--- config.mk ---
export PLATFORM = sky130hd
export DESIGN_NAME = array_double_ended_queue_top
export DESIGN_NICKNAME = d
export VERILOG_FILES = /design/src/hw/rtl/adeq_pkg.sv /design/src/hw/rtl/adeq_ctrl.sv /design/src/hw/rtl/adeq_datapath.sv /design/src/hw/rtl/array_double_ended_queue_top.sv
export VERILOG_INCLUDE_DIRS = /design/src /design/src/hw/rtl
export SDC_FILE = /design/constraint.sdc
export NUM_CORES = 1
export LEC_CHECK = 0
export BUFFER_PORTS_ARGS = -buffer_cell sky130_fd_sc_hd__clkbuf_2
export CORE_ASPECT_RATIO = 1.2
export CORE_MARGIN = 1.5
export CORE_UTILIZATION = 50
export CTS_CLUSTER_SIZE = 40
export DETAILED_ROUTE_END_ITERATION = 12
export PLACE_DENSITY = 0.66
export REMOVE_ABC_BUFFERS = 1
export SETUP_SLACK_MARGIN = 0.1
export SLEW_MARGIN = 20
export SYNTH_ARGS = -nofsm -noshare
export SYNTH_HDL_FRONTEND = slang
export SYNTH_SLANG_ARGS = --single-unit
--- constraint.sdc ---
create_clock -name i_clk -period 4.7 [get_ports i_clk]
set_input_delay 0.235 -clock i_clk [delete_from_list [all_inputs] [get_ports i_clk]]
set_output_delay 0.235 -clock i_clk [all_outputs]
set_load 0.01 [all_outputs]
--- src/hw/rtl/assert_macros.svh ---
// Assertion macros shared by the RTL that checks itself
`ifndef ASSERT_MACROS_SVH
`define ASSERT_MACROS_SVH

// check an implication on every clock edge outside reset
`define ASSERT_CLK(lbl, prop, msg) \
    lbl: assert property (@(posedge i_clk) disable iff (!i_rst_n) prop) else $error(msg);

// check a condition that must never be true outside reset
`define ASSERT_NEVER(lbl, expr, msg) \
    lbl: assert property (@(posedge i_clk) disable iff (!i_rst_n) !(expr)) else $error(msg);

`endif

--- src/hw/rtl/adeq_pkg.sv ---
// Types and codes shared by the array deque modules
`timescale 1ns / 1ps
`default_nettype none

package adeq_pkg;

    localparam int unsigned VALUE_W = 32;

    typedef enum logic [1:0] {
        KIND_INS_REAR = 2'd0,
        KIND_INS_FRONT = 2'd1,
        KIND_REM_REAR = 2'd2,
        KIND_REM_FRONT = 2'd3
    } t_kind;

    typedef enum logic [1:0] {
        STATUS_DONE = 2'd0,
        STATUS_NO_ROOM = 2'd1,
        STATUS_EMPTY = 2'd2
    } t_status;

    typedef struct packed {
        logic accept;
        logic load_rd;
    } t_dp_cmd;

    typedef struct packed {
        logic need_read;
    } t_dp_stat;

endpackage

`default_nettype wire

--- src/hw/rtl/adeq_ctrl.sv ---
// Controller state machine: request handshake, slot read sequencing, output valid
`timescale 1ns / 1ps
`default_nettype none

module adeq_ctrl (
    input  wire                i_clk,
    input  wire                i_rst_n,
    input  wire                i_s_tvalid,
    output logic               o_s_tready,
    output logic               o_m_tvalid,
    input  wire                i_m_tready,
    input  adeq_pkg::t_dp_stat i_stat,
    output adeq_pkg::t_dp_cmd  o_cmd
);

    typedef enum logic [1:0] {
        ST_IDLE = 2'b01,
        ST_READ = 2'b10
    } t_state;

    t_state r_state, n_state;
    logic   r_out_valid, n_out_valid;
    logic   accept;
    logic   load;

    assign o_s_tready = (r_state == ST_IDLE) && (!r_out_valid || i_m_tready);
    assign accept     = i_s_tvalid && o_s_tready;
    assign load       = (accept && !i_stat.need_read) || (r_state == ST_READ);

    assign o_cmd.accept  = accept;
    assign o_cmd.load_rd = (r_state == ST_READ);
    assign o_m_tvalid    = r_out_valid;

    always_comb begin
        n_state = r_state;
        case (r_state)
            ST_IDLE: begin
                if (accept && i_stat.need_read) begin
                    n_state = ST_READ;
                end
            end
            ST_READ: begin
                n_state = ST_IDLE;
            end
            default: begin
                n_state = ST_IDLE;
            end
        endcase
    end

    always_comb begin
        n_out_valid = r_out_valid;
        if (load) begin
            n_out_valid = 1'b1;
        end else if (i_m_tready) begin
            n_out_valid = 1'b0;
        end
    end

    always_ff @(posedge i_clk) begin
        if (!i_rst_n) begin
            r_state     <= ST_IDLE;
            r_out_valid <= 1'b0;
        end else begin
            r_state     <= n_state;
            r_out_valid <= n_out_valid;
        end
    end

endmodule

`default_nettype wire

--- src/hw/rtl/adeq_datapath.sv ---
// Datapath: slot memory, head and tail indices, empty flag, result register
`timescale 1ns / 1ps
`default_nettype none

module adeq_datapath #(
    parameter int unsigned DEPTH = 16
) (
    input  wire                              i_clk,
    input  wire                              i_rst_n,
    input  adeq_pkg::t_dp_cmd                i_cmd,
    input  wire [1:0]                        i_kind,
    input  wire [adeq_pkg::VALUE_W-1:0]      i_value,
    output adeq_pkg::t_dp_stat               o_stat,
    output logic [1:0]                       o_status,
    output logic [adeq_pkg::VALUE_W-1:0]     o_removed
);

    localparam int unsigned AW = (DEPTH > 1) ? $clog2(DEPTH) : 1;
    localparam logic [AW-1:0] LAST = AW'(DEPTH - 1);

    logic [adeq_pkg::VALUE_W-1:0] mem [DEPTH];
    logic [adeq_pkg::VALUE_W-1:0] r_rdata;

    logic [AW-1:0]           r_head, n_head;
    logic [AW-1:0]           r_tail, n_tail;
    logic                    r_empty, n_empty;
    logic [1:0]              r_status;
    logic [adeq_pkg::VALUE_W-1:0] r_removed;

    logic                    we;
    logic [AW-1:0]           waddr;
    logic                    re;
    logic [AW-1:0]           raddr;
    adeq_pkg::t_status       imm_status;

    assign o_stat.need_read = i_kind[1] && !r_empty;

    always_comb begin
        n_head     = r_head;
        n_tail     = r_tail;
        n_empty    = r_empty;
        we         = 1'b0;
        waddr      = '0;
        re         = 1'b0;
        raddr      = r_tail;
        imm_status = adeq_pkg::STATUS_DONE;
        case (adeq_pkg::t_kind'(i_kind))
            adeq_pkg::KIND_INS_REAR: begin
                if (r_empty) begin
                    n_head  = '0;
                    n_tail  = '0;
                    n_empty = 1'b0;
                    we      = 1'b1;
                end else if (r_tail == LAST) begin
                    imm_status = adeq_pkg::STATUS_NO_ROOM;
                end else begin
                    n_tail = r_tail + AW'(1);
                    we     = 1'b1;
                    waddr  = r_tail + AW'(1);
                end
            end
            adeq_pkg::KIND_INS_FRONT: begin
                if (r_empty) begin
                    n_head  = '0;
                    n_tail  = '0;
                    n_empty = 1'b0;
                    we      = 1'b1;
                end else if (r_head == '0) begin
                    imm_status = adeq_pkg::STATUS_NO_ROOM;
                end else begin
                    n_head = r_head - AW'(1);
                    we     = 1'b1;
                    waddr  = r_head - AW'(1);
                end
            end
            adeq_pkg::KIND_REM_REAR, adeq_pkg::KIND_REM_FRONT: begin
                if (r_empty) begin
                    imm_status = adeq_pkg::STATUS_EMPTY;
                end else begin
                    re    = 1'b1;
                    raddr = i_kind[0] ? r_head : r_tail;
                    if (r_head == r_tail) begin
                        n_empty = 1'b1;
                        n_head  = '0;
                        n_tail  = '0;
                    end else if (!i_kind[0]) begin
                        n_tail = r_tail - AW'(1);
                    end else begin
                        n_head = r_head + AW'(1);
                    end
                end
            end
            default: begin
                imm_status = adeq_pkg::STATUS_DONE;
            end
        endcase
    end

    always_ff @(posedge i_clk) begin
        if (i_cmd.accept && we) begin
            mem[waddr] <= i_value;
        end
        if (i_cmd.accept && re) begin
            r_rdata <= mem[raddr];
        end
    end

    always_ff @(posedge i_clk) begin
        if (!i_rst_n) begin
            r_head  <= '0;
            r_tail  <= '0;
            r_empty <= 1'b1;
        end else if (i_cmd.accept) begin
            r_head  <= n_head;
            r_tail  <= n_tail;
            r_empty <= n_empty;
        end
    end

    always_ff @(posedge i_clk) begin
        if (i_cmd.load_rd) begin
            r_status  <= adeq_pkg::STATUS_DONE;
            r_removed <= r_rdata;
        end else if (i_cmd.accept && !o_stat.need_read) begin
            r_status  <= imm_status;
            r_removed <= '0;
        end
    end

    assign o_status  = r_status;
    assign o_removed = r_removed;

endmodule

`default_nettype wire

--- src/hw/rtl/array_double_ended_queue_top.sv ---
// Array deque top level: stream ports, controller and datapath
// A fixed-array double-ended queue of DEPTH signed 32-bit slots that never wraps.
// Each request beat carries a kind in tuser and a value in tdata and returns one
// result beat with a status and the removed value. Inserts and failed requests are
// answered straight into the result register; a successful removal first reads its
// slot through the registered read port. The result register lets the next request
// enter in the cycle its result is taken. No clearing pass follows reset.
`timescale 1ns / 1ps
`default_nettype none

`include "assert_macros.svh"

module array_double_ended_queue_top #(
    parameter int unsigned DEPTH = 16
) (
    input  wire         i_clk,
    input  wire         i_rst_n,
    input  wire         i_s_tvalid,
    output logic        o_s_tready,
    input  wire  [31:0] i_s_tdata,   // [31:0] value
    input  wire  [1:0]  i_s_tuser,   // [1:0] kind
    output logic        o_m_tvalid,
    input  wire         i_m_tready,
    output logic [39:0] o_m_tdata    // [1:0] status, [33:2] removed_value, zero above
);

    adeq_pkg::t_dp_cmd  cmd;
    adeq_pkg::t_dp_stat stat;
    logic [1:0]         status;
    logic [31:0]        removed;

    adeq_ctrl u_ctrl (
        .i_clk      (i_clk),
        .i_rst_n    (i_rst_n),
        .i_s_tvalid (i_s_tvalid),
        .o_s_tready (o_s_tready),
        .o_m_tvalid (o_m_tvalid),
        .i_m_tready (i_m_tready),
        .i_stat     (stat),
        .o_cmd      (cmd)
    );

    adeq_datapath #(
        .DEPTH (DEPTH)
    ) u_datapath (
        .i_clk     (i_clk),
        .i_rst_n   (i_rst_n),
        .i_cmd     (cmd),
        .i_kind    (i_s_tuser),
        .i_value   (i_s_tdata),
        .o_stat    (stat),
        .o_status  (status),
        .o_removed (removed)
    );

    assign o_m_tdata = {6'd0, removed, status};

    `ASSERT_CLK(a_imm_result, cmd.accept && !stat.need_read |=> o_m_tvalid, "result beat missing")
    `ASSERT_CLK(a_read_next, cmd.accept && stat.need_read |=> cmd.load_rd && !o_s_tready,
        "read cycle missing")
    `ASSERT_CLK(a_read_result, cmd.load_rd |=> o_m_tvalid, "removal result missing")
    `ASSERT_NEVER(a_read_overwrite, cmd.load_rd && o_m_tvalid, "result overwritten by read")

endmodule

`default_nettype wire
==> impl_results.md <==
- Switching power: 0.002402 W
- Initial Util: 50.88%
- Sequential group share of total power: approximately 54%
- # Max-Cap Violations: 0
- Fmax: ~280 MHz
- Vias/cell: around 5.6
- First drt pass iteration count: 6
- Area Growth Syn to Fin: 12.39%
- Setup TNS: 0 ps
- CTS Buffer Depth: 3
- Initial antenna violation count: 0
- Clock sink total: 590
- Maximum VDD drop: between 0.0002 and 0.0003 V
- Drt drc: 0
- Total power: approximately 0.011 W
- Hold EP: u_datapath.mem[4][30]$_DFFE_PP_
- Crit Path Max Fanout: 23
- Top post-synthesis cells by area: edfxtp_1, nand2_1, mux2i_1
- Die Y: 240.4 um
- Total CTS buffers: between 50 and 60
- Tot GR Track Use: about a fifth
- Primary FF master, synth: edfxtp_1
- CTS tree: done
- Beginning of the worst hold path: i_s_tdata[30]
- Leakage: 9.342 nW
- Final HPWL DP: approximately 27000 um
- Sw frac: between 20% and 30%
- Die Span X: ~200 um
- Register-to-Register Setup Slack: about 1200 ps
- Share of cells above drive strength 1: between 10% and 20%
- Cell Int Power: ~0.0085 W
- Post-cts repair resize count: 0
- Root Buffer: clkbuf_16
- Setup bufs post-CTS: 0
- Hold depth: 1
- Critical-path cell list: inv_1 -> ha_1 -> inv_1 -> o311ai_1 -> o22a_1 -> nand3_1 -> nor2_4 -> buf_4
- Fin Hold WS: 57.28 ps
- CP Data Arrival Time: 3810 ps
- Vias: around 14k
- Distinct cells, synth: 53
- First-pass GRT wire length: a little under 80000 um
- Top cells by count, synth: edfxtp_1, nand2_1, nand3_1
- CTS H-tree depth: 2
- CP startpoint kind: flop
- Max Slew Vio Count: 0
- Final period util: 74.80%
- Register area share after synthesis: roughly three quarters
- Avg Cell Area, Syn: around 14 um2
- Top cell type's share of synthesized area: 73.64%
- Die outline area: between 40000 and 50000 um2
- Worst slew pin tran: approximately 1200 ps
- Dpl cells: 2297
- Setup CP Type: flop to flop
- Yosys top cell by area: edfxtp_1
- Post-synth EDFFs: between 500 and 600
- I/O pin cnt: 80
- Clock share of power: about two fifths
- Fin util: 57.19%
- Fin Clk Skew: around 15 ps
- DRT iter0 DRCs: 1302
- Clk Latency, worst-skew pair: around 590 ps
- CP most frequent cell: inv_1
- Status: finished clean
- Final WL: approximately 51000 um
- Slowest stage cell, crit path: nor2_4
- Async set-reset flop share out of synthesis: 0%
- Post-layout nets: about 1.8k
- Synthesized cell area: ~23000 um2
- Reg2reg end: u_datapath.mem[2][28]$_DFFE_PP_
- Gr ovfl total: 0
- Flop and latch count out of synthesis: slightly below 600
- Post-DR wirelength/cell: 21.10 um
- FP Rows: between 80 and 90
- Post-route ant nets: 0
- Most common cell in the netlist: edfxtp_1
- Syn Inst Count: around 1.7k
- Gpl congestion: 0.7664
- RSZ-0062 raised after global routing: false
- Final setup fails: 0
- Crit path buf inv count: 3
- Synth warnings: 0
- Pwr/cell area: ~410 nW/um2
- Worst-path clk slew: about 60 ps
- Finished Layout Cells: between 2k and 2.5k
- Comb power frac: between 7 and 8%
- Worst-case reg-to-reg path depth: 8
- CP Capture Type: flop
- Antenna Cells: 0
- Post-route minimum period: roughly 3500 ps
- Largest net degree at the start of global routing: between 100 and 150
- Crit-path max cell delay: between 700 and 800 ps
- I/O Buffers: 73
- Top delay family on crit path: simple AND/OR/NAND/NOR gates
- Vias in the first global route: ~13k
- Fin. Hold Viols: 0
- Slew Limit Headroom: 21.65%
- RR Startpoint: u_datapath.r_head[1]$_SDFFE_PN0P_
- CP required: 4990 ps
- Core Region: between 40000 and 50000 um2
- Hold WC Path Type: primary input to flop
[flip-flops by register name (all words and copies together) (netlist names)]
signal                count
u_ctrl.o_m_tvalid         1
u_datapath.o_removed     32
u_ctrl.r_state            2
u_datapath.o_status       2
u_datapath.r_head         4
u_datapath.r_empty        1
u_datapath.mem          512
u_datapath.r_tail         4
u_datapath.r_rdata       32
[through the flow]
step | area (um2) | setup WS (ps)
3_3_place_gp | 24690 | 1078
2_1_floorplan | 23010 | -9288
3_5_place_dp | 24690 | 911.1
5_1_grt | 26400 | 963.3
4_1_cts | 26370 | 926.4
6_report | 26400 | 1184
[layout make-up]
cell class,count,area (um2)
clock buffer,73,1486
clock inverter,24,188.9
fill,3522,19760
inverter,10,37.54
multi-input combinational,982,5590
sequential,590,17580
tap,616,770.7
timing repair buffer,101,748.2
[kinds of logic (layout without fill, tap and decap cells)]
kind of cell / Yosys count / count (layout) / synth area share [%]
AOI/OAI and AO/OA: 172 / 172 / 5.263
xor gates and xnor gates: 7 / 7 / 0.2610
adders and majority gates: 4 / 4 / 0.2131
buffers and inverters: 115 / 208 / 2.259
DFF: 590 / 590 / 74.83
muxes: 100 / 100 / 4.267
other: 1 / 6 / 0.01597
and+or+nand+nor: 693 / 693 / 12.89
[power groups by stage]
stage | clock (W) | sequential (W) | combinational (W)
6_report | 0.00423 | 0.00585 | 0.000775
5_1_grt | 0.00449 | 0.00586 | 0.000859
4_1_cts | 0.00429 | 0.00585 | 0.000780
3_5_place_dp | 0 | 0.00597 | 0.000774
3_3_place_gp | 0 | 0.00596 | 0.000759
2_1_floorplan | 0 | 0.00597 | 0.000682
[worst reg2reg max path, stage by stage, from the launching register on]
cell and delay [ps]:
dfxtp_1 400, inv_1 150, ha_1 240, inv_1 100, o311ai_1 640, o22a_1 260, nand3_1 310, nor2_4 740
buf_4 350
[repair_timing]
action                                  in CTS  in global routing
hold buffers                                 1                  0
hold endpoints to repair                     1                  0
endpoints found under the setup margin       0                  0
[layer usage]
layer | share of wire, % | GRT usage, %
met5 | 0 | 0
met2 | 48 | 33.95
met3 | 6.6 | 3.971
met4 | 2.2 | 6.653
met1 | 43 | 29.43
[worst max path at each step]
stage	from	to	slack (ps)	depth (start not counted)
final	u_datapath.r_head[1]$_SDFFE_PN0P_	u_datapath.mem[2][28]$_DFFE_PP_	1180	8
after global placement	u_datapath.r_head[1]$_SDFFE_PN0P_	u_datapath.mem[2][4]$_DFFE_PP_	1080	8
after detailed placement	u_datapath.r_head[1]$_SDFFE_PN0P_	u_datapath.mem[2][31]$_DFFE_PP_	910	8
after CTS	u_datapath.r_head[1]$_SDFFE_PN0P_	u_datapath.mem[2][28]$_DFFE_PP_	930	8
after floorplan	u_datapath.r_empty$_SDFFE_PN1P_	u_datapath.r_rdata[30]$_DFFE_PP_	-9290	6
after global routing	u_datapath.r_head[1]$_SDFFE_PN0P_	u_datapath.mem[2][28]$_DFFE_PP_	960	8
[placed cells by master (no fill, tap or decap), drive strengths merged, types with 5 or more instances in the layout]
cell type | Yosys | final
a21oi | 8 | 8
o21ai | 72 | 72
edfxtp | 576 | 576
mux2i | 99 | 99
inv | 10 | 10
clkbuf | 60 | 146
nor2 | 29 | 29
o221ai | 34 | 34
dfxtp | 14 | 14
nand2 | 469 | 469
nand3 | 107 | 107
a32oi | 32 | 32
clkinv | 0 | 19
and2 | 36 | 36
nor3 | 5 | 5
nand3b | 33 | 33
xor2 | 6 | 6
conb | 1 | 6
buf | 45 | 27
No activity file was read; power rests on OpenSTA's default activity.
